$ cat src/hdl/szs_pkg.sv
// Shared types, constants and helpers for the sample zone selector.
// Used by every module of the block; no dependencies of its own.
`default_nettype none

package szs_pkg;

  // Table capacity and derived widths
  localparam int unsigned MAX_ZONES = 16;
  localparam int unsigned CNT_W     = $clog2(MAX_ZONES + 1);
  localparam int unsigned IDX_W     = (MAX_ZONES > 1) ? $clog2(MAX_ZONES) : 1;
  localparam int unsigned NOTE_W    = 7;
  localparam int unsigned ZIDX_W    = 4;

  // Distance value that no real gap reaches
  localparam logic [NOTE_W:0] NO_DISTANCE = 8'd128;

  // Command codes
  localparam logic CMD_LOOKUP = 1'b0;
  localparam logic CMD_APPEND = 1'b1;

  // Result status codes
  localparam logic [1:0] STATUS_OK        = 2'd0;
  localparam logic [1:0] STATUS_NOT_FOUND = 2'd1;
  localparam logic [1:0] STATUS_FULL      = 2'd2;

  typedef struct packed {
    logic              command;
    logic [NOTE_W-1:0] note;
    logic [NOTE_W-1:0] velocity;
    logic [NOTE_W-1:0] zone_root;
    logic [NOTE_W-1:0] zone_vel_low;
    logic [NOTE_W-1:0] zone_vel_high;
  } szs_in_t;

  typedef struct packed {
    logic [1:0]        status;
    logic [ZIDX_W-1:0] zone_index;
    logic [NOTE_W-1:0] distance;
    logic              velocity_hit;
  } szs_out_t;

  typedef struct packed {
    logic [NOTE_W-1:0] root;
    logic [NOTE_W-1:0] vel_low;
    logic [NOTE_W-1:0] vel_high;
  } zone_entry_t;

  typedef enum logic [2:0] {
    ST_IDLE,
    ST_APPEND,
    ST_SCAN_VEL,
    ST_SCAN_ALL,
    ST_HIT,
    ST_NEAR,
    ST_NONE
  } szs_state_e;

  typedef enum logic [2:0] {
    KIND_APPEND,
    KIND_FULL,
    KIND_NONE,
    KIND_HIT,
    KIND_NEAR
  } szs_kind_e;

  // Controller to datapath
  typedef struct packed {
    logic      capture;
    logic      restart;
    logic      scan;
    logic      use_vel;
    logic      append_write;
    logic      load_out;
    szs_kind_e kind;
  } szs_cmd_t;

  // Datapath to controller
  typedef struct packed {
    logic table_empty;
    logic table_full;
    logic scan_done;
    logic found;
    logic out_free;
  } szs_stat_t;

  // Low bits of a table index, zero-extended when the index is narrower
  function automatic logic [ZIDX_W-1:0] to_zone_index(input logic [CNT_W-1:0] idx);
    logic [CNT_W+ZIDX_W-1:0] wide;
    wide = {{ZIDX_W{1'b0}}, idx};
    return wide[ZIDX_W-1:0];
  endfunction

endpackage

`default_nettype wire

$ cat src/hdl/szs_ctrl.sv
// Sequencing state machine of the sample zone selector.
// Depends on szs_pkg; drives szs_datapath through szs_cmd_t.
`default_nettype none

module szs_ctrl (
  input  wire logic              clk_i,
  input  wire logic              rst_ni,
  input  wire logic              in_valid_i,
  input  wire logic              in_command_i,
  output logic                   in_stall_o,
  input  wire szs_pkg::szs_stat_t stat_i,
  output szs_pkg::szs_cmd_t      cmd_o
);

  szs_pkg::szs_state_e state_q, state_d;
  logic accept;

  assign in_stall_o = (state_q != szs_pkg::ST_IDLE);
  assign accept     = in_valid_i && (state_q == szs_pkg::ST_IDLE);

  always_ff @(posedge clk_i or negedge rst_ni) begin
    if (!rst_ni) begin
      state_q <= szs_pkg::ST_IDLE;
    end else begin
      state_q <= state_d;
    end
  end

  // Next state
  always_comb begin
    state_d = state_q;
    unique case (state_q)
      szs_pkg::ST_IDLE: begin
        if (accept) begin
          if (in_command_i == szs_pkg::CMD_APPEND) begin
            state_d = szs_pkg::ST_APPEND;
          end else if (stat_i.table_empty) begin
            state_d = szs_pkg::ST_NONE;
          end else begin
            state_d = szs_pkg::ST_SCAN_VEL;
          end
        end
      end
      szs_pkg::ST_SCAN_VEL: begin
        if (stat_i.scan_done) begin
          state_d = stat_i.found ? szs_pkg::ST_HIT : szs_pkg::ST_SCAN_ALL;
        end
      end
      szs_pkg::ST_SCAN_ALL: begin
        if (stat_i.scan_done) begin
          state_d = stat_i.found ? szs_pkg::ST_NEAR : szs_pkg::ST_NONE;
        end
      end
      szs_pkg::ST_APPEND,
      szs_pkg::ST_HIT,
      szs_pkg::ST_NEAR,
      szs_pkg::ST_NONE: begin
        if (stat_i.out_free) begin
          state_d = szs_pkg::ST_IDLE;
        end
      end
      default: state_d = szs_pkg::ST_IDLE;
    endcase
  end

  // Commands
  always_comb begin
    cmd_o              = '0;
    cmd_o.kind         = szs_pkg::KIND_NONE;
    cmd_o.capture      = accept;
    unique case (state_q)
      szs_pkg::ST_IDLE: ;
      szs_pkg::ST_SCAN_VEL: begin
        cmd_o.use_vel = 1'b1;
        cmd_o.scan    = !stat_i.scan_done;
        cmd_o.restart = stat_i.scan_done && !stat_i.found;
      end
      szs_pkg::ST_SCAN_ALL: begin
        cmd_o.scan = !stat_i.scan_done;
      end
      szs_pkg::ST_APPEND: begin
        cmd_o.kind         = stat_i.table_full ? szs_pkg::KIND_FULL : szs_pkg::KIND_APPEND;
        cmd_o.load_out     = stat_i.out_free;
        cmd_o.append_write = stat_i.out_free && !stat_i.table_full;
      end
      szs_pkg::ST_HIT: begin
        cmd_o.kind     = szs_pkg::KIND_HIT;
        cmd_o.load_out = stat_i.out_free;
      end
      szs_pkg::ST_NEAR: begin
        cmd_o.kind     = szs_pkg::KIND_NEAR;
        cmd_o.load_out = stat_i.out_free;
      end
      szs_pkg::ST_NONE: begin
        cmd_o.kind     = szs_pkg::KIND_NONE;
        cmd_o.load_out = stat_i.out_free;
      end
      default: ;
    endcase
  end

endmodule

`default_nettype wire

$ cat src/hdl/szs_datapath.sv
// Zone table, scan unit and result register of the sample zone selector.
// Depends on szs_pkg; steered by szs_ctrl through szs_cmd_t.
`default_nettype none

module szs_datapath (
  input  wire logic               clk_i,
  input  wire logic               rst_ni,
  input  wire szs_pkg::szs_in_t   in_data_i,
  input  wire szs_pkg::szs_cmd_t  cmd_i,
  output szs_pkg::szs_stat_t      stat_o,
  output logic                    out_valid_o,
  input  wire logic               out_stall_i,
  output szs_pkg::szs_out_t       out_data_o
);

  szs_pkg::zone_entry_t zone_mem [szs_pkg::MAX_ZONES];

  szs_pkg::szs_in_t     item_q;
  logic [szs_pkg::CNT_W-1:0]  count_q;
  logic [szs_pkg::CNT_W-1:0]  rd_addr_q;
  logic [szs_pkg::CNT_W-1:0]  cmp_idx_q;
  szs_pkg::zone_entry_t rd_data_q;
  logic                 pend_q;
  logic [szs_pkg::NOTE_W:0]   best_dist_q;
  logic [szs_pkg::CNT_W-1:0]  best_idx_q;
  logic                 found_q;
  logic                 out_valid_q;
  szs_pkg::szs_out_t    out_q, out_d;

  logic                 issue;
  logic                 in_range;
  logic [szs_pkg::NOTE_W-1:0] gap;
  logic                 better;
  szs_pkg::zone_entry_t new_entry;

  assign issue    = rd_addr_q < count_q;
  assign in_range = (item_q.velocity >= rd_data_q.vel_low) &&
                    (item_q.velocity <= rd_data_q.vel_high);
  assign gap      = (item_q.note >= rd_data_q.root) ? (item_q.note - rd_data_q.root)
                                                   : (rd_data_q.root - item_q.note);
  assign better   = pend_q && (!cmd_i.use_vel || in_range) && ({1'b0, gap} < best_dist_q);

  assign new_entry = '{root:     item_q.zone_root,
                       vel_low:  item_q.zone_vel_low,
                       vel_high: item_q.zone_vel_high};

  assign stat_o.table_empty = (count_q == '0);
  assign stat_o.table_full  = (count_q == szs_pkg::CNT_W'(szs_pkg::MAX_ZONES));
  assign stat_o.scan_done   = !issue && !pend_q;
  assign stat_o.found       = found_q;
  assign stat_o.out_free    = !out_valid_q || !out_stall_i;

  // Hold the accepted item for the whole operation
  always_ff @(posedge clk_i) begin
    if (cmd_i.capture) begin
      item_q <= in_data_i;
    end
  end

  // Table storage: one write port, one registered read port
  always_ff @(posedge clk_i) begin
    if (cmd_i.append_write) begin
      zone_mem[count_q[szs_pkg::IDX_W-1:0]] <= new_entry;
    end
    if (cmd_i.scan && issue) begin
      rd_data_q <= zone_mem[rd_addr_q[szs_pkg::IDX_W-1:0]];
      cmp_idx_q <= rd_addr_q;
    end
  end

  // Fill count
  always_ff @(posedge clk_i or negedge rst_ni) begin
    if (!rst_ni) begin
      count_q <= '0;
    end else if (cmd_i.append_write) begin
      count_q <= count_q + 1'b1;
    end
  end

  // Scan address, compare stage and running best
  always_ff @(posedge clk_i or negedge rst_ni) begin
    if (!rst_ni) begin
      rd_addr_q   <= '0;
      pend_q      <= 1'b0;
      best_dist_q <= szs_pkg::NO_DISTANCE;
      best_idx_q  <= '0;
      found_q     <= 1'b0;
    end else if (cmd_i.capture || cmd_i.restart) begin
      rd_addr_q   <= '0;
      pend_q      <= 1'b0;
      best_dist_q <= szs_pkg::NO_DISTANCE;
      best_idx_q  <= '0;
      found_q     <= 1'b0;
    end else if (cmd_i.scan) begin
      if (issue) begin
        rd_addr_q <= rd_addr_q + 1'b1;
      end
      pend_q <= issue;
      if (better) begin
        best_dist_q <= {1'b0, gap};
        best_idx_q  <= cmp_idx_q;
        found_q     <= 1'b1;
      end
    end
  end

  // Result formatting
  always_comb begin
    out_d = '0;
    unique case (cmd_i.kind)
      szs_pkg::KIND_APPEND: begin
        out_d.status     = szs_pkg::STATUS_OK;
        out_d.zone_index = szs_pkg::to_zone_index(count_q);
      end
      szs_pkg::KIND_FULL: out_d.status = szs_pkg::STATUS_FULL;
      szs_pkg::KIND_NONE: out_d.status = szs_pkg::STATUS_NOT_FOUND;
      szs_pkg::KIND_HIT, szs_pkg::KIND_NEAR: begin
        out_d.status       = szs_pkg::STATUS_OK;
        out_d.zone_index   = szs_pkg::to_zone_index(best_idx_q);
        out_d.distance     = best_dist_q[szs_pkg::NOTE_W-1:0];
        out_d.velocity_hit = (cmd_i.kind == szs_pkg::KIND_HIT);
      end
      default: out_d.status = szs_pkg::STATUS_NOT_FOUND;
    endcase
  end

  // Output register
  always_ff @(posedge clk_i or negedge rst_ni) begin
    if (!rst_ni) begin
      out_valid_q <= 1'b0;
    end else if (cmd_i.load_out) begin
      out_valid_q <= 1'b1;
    end else if (!out_stall_i) begin
      out_valid_q <= 1'b0;
    end
  end

  always_ff @(posedge clk_i) begin
    if (cmd_i.load_out) begin
      out_q <= out_d;
    end
  end

  assign out_valid_o = out_valid_q;
  assign out_data_o  = out_q;

endmodule

`default_nettype wire

$ cat src/hdl/sample_zone_selector.sv
// Sample zone selector: appends zones to a table and picks the best zone per note.
// Appends, full-table beats and lookups on an empty table skip the scan; any other
//   lookup scans the N stored zones one entry per cycle over the single read port
//   of the zone table.
// Throughput: one beat per operation; a new beat is taken once the result is loaded.
// Reset: asynchronous, active low; empties the table and clears all control state.
`default_nettype none

module sample_zone_selector (
  input  wire logic             clk_i,
  input  wire logic             rst_ni,
  input  wire logic             in_valid_i,
  output logic                  in_stall_o,
  input  wire szs_pkg::szs_in_t in_data_i,
  output logic                  out_valid_o,
  input  wire logic             out_stall_i,
  output szs_pkg::szs_out_t     out_data_o
);

  // Command and status between the sequencer and the datapath
  szs_pkg::szs_cmd_t  cmd;
  szs_pkg::szs_stat_t stat;

  // Sequencer: takes one beat at a time; a lookup runs the velocity pass and, if that
  // finds nothing, the note-only pass; then it waits for room in the output register.
  szs_ctrl u_ctrl (
    .clk_i        (clk_i),
    .rst_ni       (rst_ni),
    .in_valid_i   (in_valid_i),
    .in_command_i (in_data_i.command),
    .in_stall_o   (in_stall_o),
    .stat_i       (stat),
    .cmd_o        (cmd)
  );

  // Datapath: zone table, scan compare and result register. The result register
  // lets the next beat be taken while the previous result still waits downstream.
  szs_datapath u_datapath (
    .clk_i       (clk_i),
    .rst_ni      (rst_ni),
    .in_data_i   (in_data_i),
    .cmd_i       (cmd),
    .stat_o      (stat),
    .out_valid_o (out_valid_o),
    .out_stall_i (out_stall_i),
    .out_data_o  (out_data_o)
  );

endmodule

`default_nettype wire

$ cat config.mk
export PLATFORM = sky130hd
export DESIGN_NAME = sample_zone_selector
export DESIGN_NICKNAME = d
export VERILOG_FILES = /design/src/hdl/szs_pkg.sv /design/src/hdl/szs_ctrl.sv /design/src/hdl/szs_datapath.sv /design/src/hdl/sample_zone_selector.sv
export SDC_FILE = /design/constraint.sdc
export NUM_CORES = 1
export LEC_CHECK = 0
export BUFFER_PORTS_ARGS = -buffer_cell sky130_fd_sc_hd__buf_4
export CAP_MARGIN = 0
export CORE_UTILIZATION = 35
export CTS_CLUSTER_SIZE = 40
export DETAILED_ROUTE_END_ITERATION = 16
export GPL_ROUTABILITY_DRIVEN = 0
export PLACE_DENSITY = 0.52
export SYNTH_ARGS = -nofsm -noshare
export SYNTH_HDL_FRONTEND = slang
export SYNTH_SLANG_ARGS = --single-unit
$ cat constraint.sdc
create_clock -name clk_i -period 3.79 [get_ports clk_i]
set_input_delay 0.758 -clock clk_i [delete_from_list [all_inputs] [get_ports clk_i]]
set_output_delay 0.758 -clock clk_i [all_outputs]
set_load 0.005 [all_outputs]
# ---- Yosys cells after proc, flatten, opt, wreduce, memory -nomap -nowiden
# Memories as Yosys holds them, arrays and structs flattened. A register that Yosys moved wholly into a read port is not among the register bits.
# Index checks and enable logic that the tools add are counted.
dict set report word_totals {
  reg_bits 81
  mem_bits_rw 336
  input_bits 40
  output_inout_bits 16
  word_cells 112
  n_memories 1
}
# name depth width read_ports rd_clocked_by_memory_dff write_ports line_no
set memory_table {}
lappend memory_table {u_datapath.zone_mem 16 21 1 1 1 szs_datapath.sv:16} ;# szs_pkg::zone_entry_t zone_mem [szs_pkg::MAX_ZONES];
dict set report op_classes {
  n_addsub 4
  n_lt_le_gt_ge 5
  n_eq_ne 15
  n_mux 36
  n_reduce_logical 33
}
# cell count
set op_table {}
lappend op_table {{two-way mux 8 bit} 3}
lappend op_table {{two-way mux 3 bit} 7}
lappend op_table {{one-hot mux 4 bit (4 select lines)} 1}
lappend op_table {{two-way mux 5 bit} 3}
lappend op_table {{greater-or-equal comparator 7 bit} 2}
lappend op_table {{two-way mux 1 bit} 14}
lappend op_table {{subtractor 7 bit} 2}
lappend op_table {{equality test 3 bit, second input constant} 4}
lappend op_table {{two-way mux 4 bit} 3}
lappend op_table {{one-hot mux 3 bit (4 select lines)} 1}
lappend op_table {{adder 5 x 1 -> 5 bit, second input constant} 2}
lappend op_table {{!= test 2 x 1 -> 1 bit, second input constant} 5}
lappend op_table {{equality test 3 x 2 -> 1 bit, second input constant} 3}
lappend op_table {{logical AND 1 bit} 8}
lappend op_table {{zero test 1 bit} 8}
lappend op_table {{less-than comparator 7 x 8 -> 1 bit} 1}
lappend op_table {{one-hot mux 4 bit (2 select lines)} 1}
lappend op_table {{less-or-equal comparator 7 bit} 1}
lappend op_table {{two-way mux 7 bit} 1}
lappend op_table {{equality test 3 x 1 -> 1 bit, second input constant} 2}
lappend op_table {{zero test 3 bit} 2}
lappend op_table {{nonzero test 2 bit} 3}
lappend op_table {{equality test 5 bit, second input constant} 1}
lappend op_table {{zero test 5 bit} 1}
lappend op_table {{10 further kinds} 14}

# ---- Depth between registers and ports, before layout
dict set report depth {
  depth_word 9
  ltp_mapped 18
  ltp_nobuf 16
}

# ---- Modules after synthesis
# Synthesis repeated with hierarchy kept, for this count alone.
dict set report unflattened {
  cells_unflattened 888
  area_unflattened_um2 17640.7
}
# mod n_inst cells_per_inst area_each_um2 seq_area_each_um2
set modules_own_cells {}
lappend modules_own_cells {szs_datapath 1 852 17356.6 12938.7}
lappend modules_own_cells {szs_ctrl 1 36 284.0 75.1}

# ---- Worst setup path after synthesis
# Ideal clock, no wire load.
dict set report synth_path {
  path_kind {register to register}
  start {reg u_ctrl.state_q[2]}
  end {reg u_datapath.rd_addr_q[1] (netlist bit)}
  setup_ns 0.121
  arrival_time_ns 3.372
  required_ns 3.669
  path_slack_ns 0.297
  path_stages_with_launch 8
  n_path_buf 2
  synth_period_minus_slack_ns 3.493
  cell_sequence {dfrtp_1 > buf_2 > or3_1 > nor2_1 > a21oi_1 > nor2_2 > buf_6 > o2bb2ai_2}
}
# element line_no
set synth_rtl {}
lappend synth_rtl {{from (decl)} szs_ctrl.sv:15} ;# szs_pkg::szs_state_e state_q, state_d;
lappend synth_rtl {{from (signal assigned)} szs_ctrl.sv:23} ;# state_q <= szs_pkg::ST_IDLE;
lappend synth_rtl {{from (signal assigned)} szs_ctrl.sv:25} ;# state_q <= state_d;
lappend synth_rtl {{to (signal assigned)} szs_datapath.sv:96} ;# rd_addr_q <= rd_addr_q + 1'b1;
lappend synth_rtl {{to (decl)} szs_datapath.sv:20} ;# logic [szs_pkg::CNT_W-1:0] rd_addr_q;

# ---- Worst setup path after layout
dict set report layout_path {
  start {reg, netlist name u_datapath.rd_data_q[14]}
  end {reg u_datapath.best_idx_q[0] (netlist bit)}
}
dict set report layout_between {
  elab_chain_cells 6
  word_cells_on_any_way 8
  classes_between {add/sub (2); order compare (2); mux (1); reduce/logical (3)}
}
# element line_no
set layout_rtl {}
lappend layout_rtl {{subtractor 7 bit (tied with other cells)} szs_datapath.sv:40} ;# : (rd_data_q.root - item_q.note);
lappend layout_rtl {{two-way mux 7 bit (*)} szs_datapath.sv:39} ;# assign gap = (item_q.note >= rd_data_q.root) ? (item_q.note - rd_data_q.root)
lappend layout_rtl {{less-than comparator 7 x 8 -> 1 bit (*)} szs_datapath.sv:41} ;# assign better = pend_q && (!cmd_i.use_vel || in_range) && ({1'b0, gap} < best_dist_q);
lappend layout_rtl {{logical AND 1 bit (*)} szs_datapath.sv:41}
lappend layout_rtl {{nonzero test 2 bit (no source line) (*)} n/a}
lappend layout_rtl {{AND reduction 2 bit (no source line) (*)} n/a}
lappend layout_rtl {{to (signal assigned)} szs_datapath.sv:101} ;# best_idx_q <= cmp_idx_q;
lappend layout_rtl {{to (decl)} szs_datapath.sv:25} ;# logic [szs_pkg::CNT_W-1:0] best_idx_q;
# Every way passes the cells marked *; elsewhere a longest branch is shown, timed or not.
# A chain may end at the register's enable or synchronous reset.

==> reports/qor.csv <==
metric,value,unit
CTS tree,built,
Area growth syn-to-layout,16.9,%
Max H-tree Level,2,
Worst VDD drop,0.384,mV
Yosys reg bits,438,
clk buf depth,3,
DR vias,8511,
top-count cell post-synth,edfxtp_1,
sequential share of the synthesized area,0.739,
clock skew,16.9,ps
Critical Path Max Stage Delay,410,ps
FMAX,0.284,GHz
worst hold path type,in2async,
met2 usage,0.258,
antenna violations before repair,0,
TritonCTS Buffers,48,
switching power,4950,uW
RSZ-0062 raised after global routing,no,
Async SR Flop Fraction,0.0639,
Yosys top cell by area,edfxtp_1,
initial core utilization,0.358,
worst-path fanout max,10,
final hold violation count,0,
Maximum Capacitance Violations,0,
Worst-Margin Slew,820,ps
register area,13000,um2
Via density,5.06,
Cells after Synth,880,
synth warn,0,
Detail Placement HPWL,21300,um
number of port buffers,55,
row count,81,
Synth top cells by count,"410 x edfxtp_1, 105 x mux4_2, 46 x inv_1",
GRT overflow,0,
cell area after layout,20600,um2
Placed Cells,1595,
Cell Int Power,11100,uW
sw frac,0.308,
Skew-Pair Late Insertion Delay,580,ps
"Net Count, Synth",964,
PD cells,781,nW/um2
largest net degree at the start of global routing,40,
Final period util,0.928,
die area,51200,um2
Max-slew headroom,0.450,
die width,226,um
drt wl/cell,23.2,um
number of synthesized flops with an enable pin,410,
DRC Markers,0,
grt met1 use,0.209,
"Reg clk slew, reported paths",60,ps
I/O pins,56,
synthesized area,17600,um2
GRT Util Overall,0.157,
fraction of layout instances using a drive strength above 1,0.296,
post-layout minimum cycle time,3520,ps
Pins Over Slew Limit,0,
Yosys cell types,61,
core area,49300,um2
Sink Count,438,
Clock Root Buffer,clkbuf_16,
Most Crowded Layer GR,met2,
Final Non-Filler Cells,1681,
area of the multi-input gates,4340,um2
CTS Hold Bufs,0,
outcome,"complete, no violations",
setup violators final,0,
Main synth FF type,edfxtp_1,
Post-Route WL,38900,um
first-pass GRT wire length,57800,um
syn avg cell area,20.0,um2
initial drt markers,811,
Die Y,226,um
CP max stage cell,fa_1,
Clk pwr share,0.281,
setup_tns,0,ps
Flop pwr share,0.421,
grt met3 use,0.0314,
Worst Path Required,4230,ps
final net count,1065,
worst path arrival time,3950,ps
CP Capture Type,flop,
critical path type,reg2reg,
top post-synthesis cells by area,"edfxtp_1 70%, mux4_2 13%, dfrtp_1 3.8%, ha_1 3.0%, inv_1 0.98%",
DRT antenna net count,0,
Comb power frac,0.298,
P_leak,0.00694,uW
drt first pass iters,5,
Placed Area,19000,um2
critical-path cell list,"ha_1, fa_1, o21ai_0, a221oi_1, mux2_2, mux2i_1, inv_1, ha_1, a21oi_1, nor2_1, nor4bb_1, buf_4, and3_4, o21ai_0",
antenna fix cells,0,
post-synth top area share,0.699,
crit path launch type,flop,
vias in the first global route,8947,
Fillers,4363,
==> stage by stage <==
step	hold slack (ps)	utilization	power (uW)	setup slack [ps]
after global routing	124	0.418	16900	3.56
after CTS	101	0.417	16300	58.1
final	116	0.418	16100	273
after detailed placement	505	0.386	11700	71.0
after floorplan	448	-	10000	297
after global placement	495	0.386	11600	180
==> flip-flops by register name, summed over array words and instances (netlist names), 5 cells and up <==
signal / flops
u_datapath.best_dist_q: 8
u_datapath.count_q: 5
u_datapath.item_q: 35
u_datapath.out_data_o: 14
u_datapath.rd_addr_q: 5
u_datapath.rd_data_q: 21
u_datapath.zone_mem: 336
==> area by class of cell <==
| cell class | instances | share of cell area |
|---|---|---|
| Timing Repair Buffer | 89 | 0.0337 |
| Tap cell | 664 | 0.0404 |
| Inverter | 46 | 0.00839 |
| Multi-Input combinational cell | 358 | 0.211 |
| Sequential cell | 438 | 0.633 |
| Clock buffer | 59 | 0.0624 |
| Clock inverter | 27 | 0.0119 |
==> final timing paths <==
kind | cells past startpoint | slack, ps | startpoint | to
hold / removal | 1 | 120 | rst_ni | u_datapath.out_valid_o
min in group clk_i | 1 | 360 | in_data_i[10] | u_datapath.item_q[10]
setup reg to reg | 14 | 270 | u_datapath.rd_data_q[14] | u_datapath.best_idx_q[0]
setup / recovery | 14 | 270 | u_datapath.rd_data_q[14] | u_datapath.best_idx_q[0]
max in group asynchronous | 1 | 3350 | rst_ni | u_datapath.rd_addr_q[1]
hold reg to reg | 2 | 530 | u_datapath.cmp_idx_q[1] | u_datapath.best_idx_q[1]
==> layout by cell type, fill, tap and decap left out, types with 10 or more instances in the layout <==
| cell | netlist | routed |
|---|---|---|
| and2_1 | 10 | 10 |
| buf_4 | 2 | 87 |
| clkinv_1 | 0 | 11 |
| mux4_2 | 105 | 105 |
| o21ai_0 | 26 | 26 |
| a21oi_1 | 20 | 20 |
| dfrtp_1 | 27 | 24 |
| ha_1 | 42 | 40 |
| edfxtp_1 | 410 | 410 |
| clkbuf_16 | 0 | 50 |
| nor2_2 | 1 | 12 |
| nand2_1 | 21 | 21 |
| inv_1 | 46 | 46 |
==> worst max-delay path, delay by kind of cell, from the launching register on <==
| kind | cells | cell delay, ps |
|---|---|---|
| buffers and inverters | 2 | 270 |
| adders and majority gates | 3 | 960 |
| DFF | 1 | 400 |
| muxes | 2 | 460 |
| AOI/OAI and AO/OA | 4 | 730 |
| and+or+nand+nor | 3 | 570 |
==> power groups by stage <==
stage / Combinational (uW) / Clock [uW] / Sequential [uW]
3_3_place_gp: 4780 / 0 / 6860
3_5_place_dp: 4820 / 0 / 6880
4_1_cts: 4830 / 4670 / 6790
6_report: 4790 / 4530 / 6770
2_1_floorplan: 3510 / 0 / 6530
5_1_grt: 5240 / 4840 / 6860
==> metal layers <==
layer | share of wire | vias up | wire length, um
met5 | 0 | - | 0
met4 | 0.027 | 0 | 1060
met3 | 0.047 | 70 | 1840
met2 | 0.49 | 223 | 19100
met1 | 0.44 | 4431 | 17000
li1 | - | 3787 | -
==> kinds of logic (layout without fill, tap and decap cells) <==
| group | Yosys count | count (layout) | synth area share |
|---|---|---|---|
| compound gates | 93 | 93 | 0.0355 |
| flops | 438 | 438 | 0.739 |
| mux | 115 | 115 | 0.140 |
| simple gates | 97 | 97 | 0.0296 |
| fa+ha+maj | 44 | 44 | 0.0321 |
| buf+inv | 84 | 221 | 0.0194 |
| xor+xnor | 9 | 9 | 0.00448 |
==> repair_timing <==
item,in CTS,in global routing
gates resized for setup,0,7
setup buffers,0,0
setup endpoints to repair,0,13
Power figures use the tool's default switching activity.
